File: src/hw/rtl/acs_pkg.sv
// shared types, constants and helpers for the alignment column scorer
// no dependencies; used by every module of the block
package acs_pkg;

    localparam int SCORE_WIDTH = 32;
    localparam int OUT_WIDTH   = 32;
    localparam int SYM_WIDTH   = 8;
    localparam int COST_WIDTH  = 8;

    localparam logic [SYM_WIDTH-1:0] GAP_SYMBOL = 8'h2D;

    localparam logic signed [COST_WIDTH-1:0] AT_MATCH_RESET = 8'sd4;
    localparam logic signed [COST_WIDTH-1:0] GC_MATCH_RESET = 8'sd6;
    localparam logic signed [COST_WIDTH-1:0] MISMATCH_RESET = -8'sd4;
    localparam logic signed [COST_WIDTH-1:0] GAP_COST_RESET = -8'sd12;

    typedef enum logic [1:0] {
        CFG_AT_MATCH = 2'd0,
        CFG_GC_MATCH = 2'd1,
        CFG_MISMATCH = 2'd2,
        CFG_GAP_COST = 2'd3
    } cfg_index_t;

    typedef enum logic [1:0] {
        BC_NONE = 2'd0,
        BC_AT   = 2'd1,
        BC_GC   = 2'd2
    } base_class_t;

    typedef struct packed {
        logic                          is_gap;
        logic                          add_en;
        logic signed [COST_WIDTH-1:0]  delta;
    } column_info_t;

    typedef struct packed {
        logic signed [SCORE_WIDTH-1:0] score;
        logic                          saturated;
    } acc_result_t;

    // u counts as t; lower and upper case share a class
    function automatic base_class_t base_class(input logic [SYM_WIDTH-1:0] c);
        base_class_t cls;
        case (c)
            8'h41, 8'h61, 8'h54, 8'h74, 8'h55, 8'h75: cls = BC_AT;
            8'h47, 8'h67, 8'h43, 8'h63:               cls = BC_GC;
            default:                                  cls = BC_NONE;
        endcase
        return cls;
    endfunction

    // low output bits of the score, sign extended when the score is narrower
    function automatic logic signed [OUT_WIDTH-1:0] score_to_out(
        input logic signed [SCORE_WIDTH-1:0] s
    );
        logic signed [63:0] w;
        w = 64'(s);
        return w[OUT_WIDTH-1:0];
    endfunction

endpackage

File: src/hw/rtl/acs_column_delta.sv
// per-column classification: gap detect and match/mismatch delta select
// depends on acs_pkg
module acs_column_delta (
    input  logic [acs_pkg::SYM_WIDTH-1:0]          target_symbol,
    input  logic [acs_pkg::SYM_WIDTH-1:0]          query_symbol,
    input  logic signed [acs_pkg::COST_WIDTH-1:0]  at_match_score,
    input  logic signed [acs_pkg::COST_WIDTH-1:0]  gc_match_score,
    input  logic signed [acs_pkg::COST_WIDTH-1:0]  mismatch_cost,
    output acs_pkg::column_info_t                  col
);

    acs_pkg::base_class_t cls;

    assign cls = acs_pkg::base_class(target_symbol);

    always_comb begin
        col.is_gap = (target_symbol == acs_pkg::GAP_SYMBOL) ||
                     (query_symbol == acs_pkg::GAP_SYMBOL);
        col.add_en = 1'b0;
        col.delta  = mismatch_cost;
        if (target_symbol != query_symbol) begin
            col.add_en = 1'b1;
        end else begin
            case (cls)
                acs_pkg::BC_AT: begin
                    col.add_en = 1'b1;
                    col.delta  = at_match_score;
                end
                acs_pkg::BC_GC: begin
                    col.add_en = 1'b1;
                    col.delta  = gc_match_score;
                end
                default: begin
                    // equal non-base bytes add nothing
                    col.add_en = 1'b0;
                end
            endcase
        end
    end

endmodule

File: src/hw/rtl/acs_accum.sv
// running score state: gap run tracking and saturating accumulate
// depends on acs_pkg
module acs_accum (
    input  logic                                   aclk,
    input  logic                                   aresetn,
    input  logic                                   advance,
    input  logic                                   last_column,
    input  acs_pkg::column_info_t                  col,
    input  logic signed [acs_pkg::COST_WIDTH-1:0]  gap_cost,
    output acs_pkg::acc_result_t                   result
);

    localparam int SW = acs_pkg::SCORE_WIDTH;
    localparam int CW = acs_pkg::COST_WIDTH;

    logic signed [SW-1:0] score_reg, score_next;
    logic                 in_gap_reg, in_gap_next;
    logic                 ext_reg, ext_next;
    logic                 sat_reg, sat_next;

    logic                 charge;
    logic signed [CW-1:0] delta;
    logic        [SW:0]   sum;
    logic signed [SW-1:0] new_score;
    logic                 ovf;

    always_comb begin
        in_gap_next = in_gap_reg;
        ext_next    = ext_reg;
        charge      = 1'b0;
        delta       = col.delta;
        if (col.is_gap) begin
            delta = gap_cost;
            if (!in_gap_reg) begin
                in_gap_next = 1'b1;
                ext_next    = 1'b0;
                charge      = 1'b1;
            end else if (!ext_reg) begin
                ext_next = 1'b1;
                charge   = 1'b1;
            end
        end else begin
            in_gap_next = 1'b0;
            charge      = col.add_en;
        end
        // gap tracking starts over after the last column
        if (last_column) begin
            in_gap_next = 1'b0;
            ext_next    = 1'b0;
        end
    end

    // one guard bit catches overflow of either sign
    assign sum = {score_reg[SW-1], score_reg} + {{(SW-CW+1){delta[CW-1]}}, delta};
    assign ovf = charge && (sum[SW] != sum[SW-1]);

    always_comb begin
        if (!charge) begin
            new_score = score_reg;
        end else if (ovf) begin
            new_score = sum[SW] ? {1'b1, {(SW-1){1'b0}}} : {1'b0, {(SW-1){1'b1}}};
        end else begin
            new_score = sum[SW-1:0];
        end
    end

    assign result.score     = new_score;
    assign result.saturated = sat_reg || ovf;

    always_comb begin
        score_next = new_score;
        sat_next   = sat_reg || ovf;
        if (last_column) begin
            score_next = '0;
            sat_next   = 1'b0;
        end
    end

    always_ff @(posedge aclk) begin
        if (!aresetn) begin
            score_reg  <= '0;
            in_gap_reg <= 1'b0;
            ext_reg    <= 1'b0;
            sat_reg    <= 1'b0;
        end else if (advance) begin
            score_reg  <= score_next;
            in_gap_reg <= in_gap_next;
            ext_reg    <= ext_next;
            sat_reg    <= sat_next;
        end
    end

endmodule

File: src/hw/rtl/alignment_column_scorer.sv
// alignment_column_scorer top: one item per cycle unless stalled; result on the last column
// items are scored from the input stage register; the result stage registers the score
// throughput: one item per cycle, set by the accumulate loop, unless a last column is held
// reset (aresetn, synchronous, active low): scores 4/6/-4/-12, running state cleared
// depends on acs_pkg, acs_column_delta, acs_accum
module alignment_column_scorer (
    input  logic                                      aclk,
    input  logic                                      aresetn,

    // configuration write port
    input  logic                                      cfg_wr_en,
    input  logic [1:0]                                cfg_index,
    input  logic [acs_pkg::COST_WIDTH-1:0]            cfg_data,

    // column items
    input  logic                                      s_valid,
    output logic                                      s_ready,
    input  logic [acs_pkg::SYM_WIDTH-1:0]             s_target_symbol,
    input  logic [acs_pkg::SYM_WIDTH-1:0]             s_query_symbol,
    input  logic                                      s_last_column,

    // score items
    output logic                                      m_valid,
    input  logic                                      m_ready,
    output logic signed [acs_pkg::OUT_WIDTH-1:0]      m_alignment_score,
    output logic                                      m_score_saturated
);

    // scoring registers
    logic signed [acs_pkg::COST_WIDTH-1:0] at_match_reg;
    logic signed [acs_pkg::COST_WIDTH-1:0] gc_match_reg;
    logic signed [acs_pkg::COST_WIDTH-1:0] mismatch_reg;
    logic signed [acs_pkg::COST_WIDTH-1:0] gap_cost_reg;

    // input stage
    logic                            s1_valid_reg, s1_valid_next;
    logic [acs_pkg::SYM_WIDTH-1:0]   s1_target_reg;
    logic [acs_pkg::SYM_WIDTH-1:0]   s1_query_reg;
    logic                            s1_last_reg;

    // result stage
    logic                                  m_valid_reg, m_valid_next;
    logic signed [acs_pkg::OUT_WIDTH-1:0]  m_score_reg;
    logic                                  m_sat_reg;

    logic                   out_free;
    logic                   s1_adv;
    logic                   s_take;
    logic                   emit;
    acs_pkg::column_info_t  col;
    acs_pkg::acc_result_t   acc_res;

    // config writes, only while idle: a rule for the user, the block does not enforce it
    always_ff @(posedge aclk) begin
        if (!aresetn) begin
            at_match_reg <= acs_pkg::AT_MATCH_RESET;
            gc_match_reg <= acs_pkg::GC_MATCH_RESET;
            mismatch_reg <= acs_pkg::MISMATCH_RESET;
            gap_cost_reg <= acs_pkg::GAP_COST_RESET;
        end else if (cfg_wr_en) begin
            unique case (acs_pkg::cfg_index_t'(cfg_index))
                acs_pkg::CFG_AT_MATCH: at_match_reg <= cfg_data;
                acs_pkg::CFG_GC_MATCH: gc_match_reg <= cfg_data;
                acs_pkg::CFG_MISMATCH: mismatch_reg <= cfg_data;
                acs_pkg::CFG_GAP_COST: gap_cost_reg <= cfg_data;
            endcase
        end
    end

    // non-last columns never need the result slot, so they always move on
    assign out_free = !m_valid_reg || m_ready;
    assign s1_adv   = s1_valid_reg && (!s1_last_reg || out_free);
    assign emit     = s1_adv && s1_last_reg;
    assign s_ready  = !s1_valid_reg || s1_adv;
    assign s_take   = s_valid && s_ready;

    always_comb begin
        s1_valid_next = s1_valid_reg;
        if (s_take) begin
            s1_valid_next = 1'b1;
        end else if (s1_adv) begin
            s1_valid_next = 1'b0;
        end
    end

    always_ff @(posedge aclk) begin
        if (!aresetn) begin
            s1_valid_reg <= 1'b0;
        end else begin
            s1_valid_reg <= s1_valid_next;
        end
    end

    // item payload, no reset needed
    always_ff @(posedge aclk) begin
        if (s_take) begin
            s1_target_reg <= s_target_symbol;
            s1_query_reg  <= s_query_symbol;
            s1_last_reg   <= s_last_column;
        end
    end

    acs_column_delta u_delta (
        .target_symbol  (s1_target_reg),
        .query_symbol   (s1_query_reg),
        .at_match_score (at_match_reg),
        .gc_match_score (gc_match_reg),
        .mismatch_cost  (mismatch_reg),
        .col            (col)
    );

    acs_accum u_accum (
        .aclk        (aclk),
        .aresetn     (aresetn),
        .advance     (s1_adv),
        .last_column (s1_last_reg),
        .col         (col),
        .gap_cost    (gap_cost_reg),
        .result      (acc_res)
    );

    // result register holds the score until it is taken
    always_comb begin
        m_valid_next = m_valid_reg;
        if (emit) begin
            m_valid_next = 1'b1;
        end else if (m_ready) begin
            m_valid_next = 1'b0;
        end
    end

    always_ff @(posedge aclk) begin
        if (!aresetn) begin
            m_valid_reg <= 1'b0;
        end else begin
            m_valid_reg <= m_valid_next;
        end
    end

    always_ff @(posedge aclk) begin
        if (emit) begin
            m_score_reg <= acs_pkg::score_to_out(acc_res.score);
            m_sat_reg   <= acc_res.saturated;
        end
    end

    assign m_valid           = m_valid_reg;
    assign m_alignment_score = m_score_reg;
    assign m_score_saturated = m_sat_reg;

`ifndef ASSERT_OFF
    // a last column that moves on always shows up as a result
    a_emit_valid: assert property (@(posedge aclk) disable iff (!aresetn)
        emit |=> m_valid_reg)
        else $error("last column advanced without a result");

    // a held column keeps its payload
    a_s1_hold: assert property (@(posedge aclk) disable iff (!aresetn)
        (s1_valid_reg && !s1_adv) |=>
            (s1_valid_reg && $stable(s1_target_reg) && $stable(s1_query_reg)
             && $stable(s1_last_reg)))
        else $error("stalled column lost or changed");

    // backpressure only comes from a waiting column
    a_ready_cause: assert property (@(posedge aclk) disable iff (!aresetn)
        !s_ready |-> (s1_valid_reg && s1_last_reg && m_valid_reg && !m_ready))
        else $error("input stalled without cause");
`endif

endmodule

File: config.mk
export PLATFORM = sky130hd
export DESIGN_NAME = alignment_column_scorer
export DESIGN_NICKNAME = d
export VERILOG_FILES = /design/src/hw/rtl/acs_pkg.sv /design/src/hw/rtl/acs_column_delta.sv /design/src/hw/rtl/acs_accum.sv /design/src/hw/rtl/alignment_column_scorer.sv
export SDC_FILE = /design/constraint.sdc
export NUM_CORES = 1
export LEC_CHECK = 0
export ABC_AREA = 1
export BUFFER_PORTS_ARGS = -buffer_cell sky130_fd_sc_hd__buf_2
export CAP_MARGIN = 20
export CORE_MARGIN = 2
export CORE_UTILIZATION = 55
export CTS_CLUSTER_SIZE = 25
export DETAILED_ROUTE_END_ITERATION = 16
export GPL_TIMING_DRIVEN = 0
export PLACE_DENSITY = 0.84
export SLEW_MARGIN = 20
export SYNTH_ARGS = -nofsm -noshare
export SYNTH_HDL_FRONTEND = slang
export SYNTH_SLANG_ARGS = --single-unit
File: constraint.sdc
create_clock -name aclk -period 9.9 [get_ports aclk]
set_input_delay 0.495 -clock aclk [delete_from_list [all_inputs] [get_ports aclk]]
set_output_delay 0.495 -clock aclk [all_outputs]
set_load 0.05 [all_outputs]
* Word level (Yosys, flattened, before mapping)
Index checks and enable logic that the tools add are counted.
** Word-level totals
- Register bits :: 119
- Input bits :: 32
- Output and inout port bits :: 35
** Cells by class
- Add/subtract/negate cells :: 1
- Equal/unequal tests :: 19
- Muxes and demuxes :: 23
- Reductions and logical operators :: 24
** Operators with widths (number)
- $mux 32 :: 4
- $eq 8x7->1 const B :: 10
- $add 32x8->33 :: 1
- $eq 8x6->1 const B :: 2
- $mux 8 :: 2
- $pmux 8 s2 :: 1
- $mux 1 :: 15
- $reduce_and 2->1 :: 5
- $ne 8x8->1 :: 1
- $eq 2x2->1 const B :: 3
- $reduce_bool 2->1 :: 3
- $reduce_or 6->1 :: 1
- $logic_or 1x1->1 :: 5
- $eq 2x1->1 const B :: 2
- $logic_and 1x1->1 :: 4
- $pmux 2 s2 :: 1
- $reduce_or 4->1 :: 1
- $logic_not 1->1 :: 3
- $logic_not 2->1 :: 1
- $reduce_or 2->1 :: 1
- $ne 1x1->1 :: 1

* Depth between registers and ports, before layout
- Depth after elaboration :: 13
- Mapped depth :: 32
- Depth with buffers taken out :: 30

* Modules after synthesis
A second synthesis with hierarchy kept.
** Second synthesis, totals
- Cells, all modules :: 1109
- Area total of the unflattened synthesis :: 7786.2 um2
** By module, submodules not included
- acs_accum :: instances 1, cells an instance 726, area each 4254.1 um2, sequential area each 700.7 um2
- alignment_column_scorer :: instances 1, cells an instance 254, area each 2954.1 um2, sequential area each 2182.1 um2
- acs_column_delta :: instances 1, cells an instance 129, area each 578.1 um2, sequential area each 0.0 um2

* Least setup slack after synthesis
Ideal clock, no wire load.
- Kind :: flip-flop to flip-flop
- From :: register s1_target_reg[7] (netlist bit)
- To :: register u_accum.score_reg[21]
- Setup time :: 0.070 ns
- Data arrival time :: 5.274 ns
- Required time :: 9.830 ns
- Path slack :: 4.555 ns
- Stages on the path, launching flop included :: 27
- Buffers on the path :: 2
- Cells stage by stage :: edfxtp_1 nor2_1 inv_1 nor2_1 nand2_1 a2111oi_0 inv_1 ha_1 nor2_1 clkbuf_1 nand2_1 a31oi_1 ha_1 nand2_1 inv_1 a21oi_2 nand2_1 a21oi_2 nand2_4 nand2_1 nand2_1 a21oi_4 buf_6 nand2_2 nand2_2 nand2_2 a21oi_2
** RTL lines
- start: declaration :: line alignment_column_scorer.sv:37 : logic [acs_pkg::SYM_WIDTH-1:0] s1_target_reg;
- start signal: assignment :: line alignment_column_scorer.sv:97 : s1_target_reg <= s_target_symbol;
- end signal: assignment :: line acs_accum.sv:86 : score_reg <= score_next;
- end: declaration :: line acs_accum.sv:16 : logic signed [SW-1:0] score_reg, score_next;

==> reports/results.tsv <==
metric	value	unit
status	completed	
p_leak	4.13	nW
viasPerCell	5.30	
insertion_delay	0.43	ns
cp.arrival	5.74	ns
start_util	56.6	%
grt_max_degree	35	
fin_crit	5.38	ns
drive_gt1_share	18.4	%
clockRootBuffer	clkbuf_16	
port_buffers	65	
clock_skew	0.0119	ns
maxSlewHeadroom	44.0	%
antennaDiodeCount	0	
slew_viol_final	0	
power.density	390	nW/um^2
fp.coreArea	13300	sq um
ys_ff_latch	119	
via_count	6939	
synth_edf_count	50	
cts_tree	built	
hold_depth	1	
worst_pin_slew	0.840	ns
drt-total-wl	18.9	mm
yosysWarnings	0	
rsz0062_at_grt	false	
cp_max_fo	17	
overflow	0	
cp-start-kind	flip-flop	
hold_viol	0	
multi_input_area	4140	sq um
cts_buffers	17	
fillers	1167	
cts.hold.buffers_added	0	
grt_pass1_vias	6713	
syn_area	7550	sq um
wl_per_cell	14.4	um
drtPass1Iterations	5	
clock_sinks	119	
grt_pass1_wl	31.3	mm
antenna_left	0	
fp.dieW	121	um
ys_types	50	
antenna_found_initial	0	
drc	0	
grtUsageTotal	27.3	%
max_freq	186	MHz
drt_iter0_markers	397	
cts_max_level	4	
end_kind	flip-flop	
critPathRequiredTime	10.26	ns
synth_seq_area_share	38.2	%
post_cts.repair.setup_buffers	0	
cap_violations	0	
synthFlopType	dfxtp_1	
nNetsFinal	1187	
cts_resized	0	
rows	42	
reg2reg_slack	4.52	ns
finalPower	0.00341	W
synthArstFlopShare	0	%
setup_tns	0	ns
syn_avg_cell_area	7.30	sq um
path_class	flip-flop to flip-flop	
peakVddDrop	0.000184	V
synthCells	1035	
cts_buffer_depth	2	
hold_class	input pin to flip-flop	
area_growth	15.6	%
die_area	14700	sq um
regArea	2880	sq um
hpwl	14.2	mm
die_y	121	um
synthesis.nets	1102	
reg2regPathDepth	27	
finalCritPeriodShare	54.3	%
ioPinCount	67	
setup-violations-final	0	
gp_congestion	0.972	
clk_pin_slew	0.06	ns
[final cells by class]
cell class / count / area share, %
inverters: 97 / 4.20
repair buffers: 66 / 4.04
multi-input cells: 792 / 47.4
flip-flops and latches: 119 / 33.0
plain buffers: 27 / 2.02
clock buffers: 18 / 4.91
well taps: 176 / 2.52
clock inverters: 14 / 1.88
[stage by stage]
step | utilization (%) | instances | cell area (sq um) | hold slack [ns] | setup slack, ns
after global routing | 65.4 | 1309 | 8730 | 0.224 | 4.17
after floorplan | - | 1035 | 7550 | 0.424 | 4.56
after global placement | 60.7 | 1276 | 8100 | 0.437 | 3.09
final | 65.4 | 1309 | 8730 | 0.237 | 4.52
after detailed placement | 61.0 | 1277 | 8140 | 0.439 | 4.63
after CTS | 65.4 | 1309 | 8730 | 0.225 | 4.58
[worst max-delay path, stage by stage (launching register included)]
cell	delay, ns
edfxtp_1	0.44
nor2_1	0.14
inv_1	0.06
nor2_1	0.13
nand2_1	0.06
a2111oi_0	0.54
inv_1	0.11
ha_1	0.35
nor2_1	0.14
clkbuf_1	0.37
nand2_1	0.18
a31oi_4	0.47
buf_16	0.22
ha_1	0.28
a21oi_1	0.27
nand2_1	0.09
a21oi_1	0.16
nand2_2	0.12
nand2_2	0.11
nand2_2	0.07
nand2_1	0.08
nand2_2	0.07
a21oi_4	0.28
buf_6	0.23
nand2_2	0.07
nand2_2	0.08
nand2_2	0.05
a21oi_2	0.11
[Yosys cell counts (11+ instances only)]
library cell | count | share of area [%]
nor2_1 | 97 | 4.8
clkbuf_1 | 11 | 0.55
dfxtp_1 | 69 | 18
edfxtp_1 | 50 | 20
o21ai_0 | 33 | 2.2
a21oi_2 | 16 | 1.9
inv_1 | 87 | 4.3
xor2_1 | 14 | 1.6
nand2_1 | 353 | 18
ha_1 | 34 | 5.6
a21oi_1 | 57 | 3.8
nand2_2 | 44 | 3.6
or2_2 | 16 | 1.3
nand3_1 | 42 | 2.8
[cells in the final DEF, fill, tap and decap left out, types with 4 or more instances in the layout]
master         instances
inv_1                 86
inv_6                  6
clkbuf_16             17
xor2_1                14
inv_2                  7
dlygate4sd3_1          4
o21ai_0               33
a21boi_1              10
clkbuf_1              12
a22o_1                 6
a21oi_2               16
nand3_1               42
nand2_4                4
nand3b_1              10
nand2_1              353
ha_1                  34
a21boi_0               5
nor2_1                97
clkinv_1               4
buf_6                  5
a21oi_1               57
nand2_2               44
buf_2                 68
dfxtp_1               69
nand4_1                4
o21bai_1               8
nor3_2                 4
edfxtp_1              50
xnor2_1                5
or2_2                 16
[cells by family (layout without fill, tap and decap cells)]
family,after synthesis,count (layout),synth area share [%]
flops,119,119,38.2
xor+xnor,19,19,2.20
buf+inv,124,222,7.19
fa+ha+maj,35,35,5.90
simple gates,588,588,34.1
compound gates,150,150,12.5
[final timing paths]
kind                                     start                                 end
hold reg to reg   mismatch_reg[0]$_SDFFE_PN0P_        mismatch_reg[0]$_SDFFE_PN0P_
setup reg to reg    s1_target_reg[7]$_DFFE_PP_  u_accum.score_reg[20]$_SDFFE_PN0P_
hold / removal              s_target_symbol[2]          s1_target_reg[2]$_DFFE_PP_
setup / recovery    s1_target_reg[7]$_DFFE_PP_  u_accum.score_reg[20]$_SDFFE_PN0P_
[power breakdown]
part           internal (W)  leakage (nW)  switching [W]
Clock              0.000378         0.288       0.000247
Combinational      0.000660          2.81        0.00139
Sequential         0.000695          1.03      0.0000435
[layer usage]
metal | vias to the layer above | wire length (um) | GRT usage, %
met5 | - | 0 | 0
li1 | 3535 | - | -
met4 | 0 | 596 | 11.4
met1 | 3141 | 8100 | 32.8
met2 | 215 | 9120 | 47.3
met3 | 48 | 1030 | 5.45
Note: power is estimated with default switching activity, not from simulation.
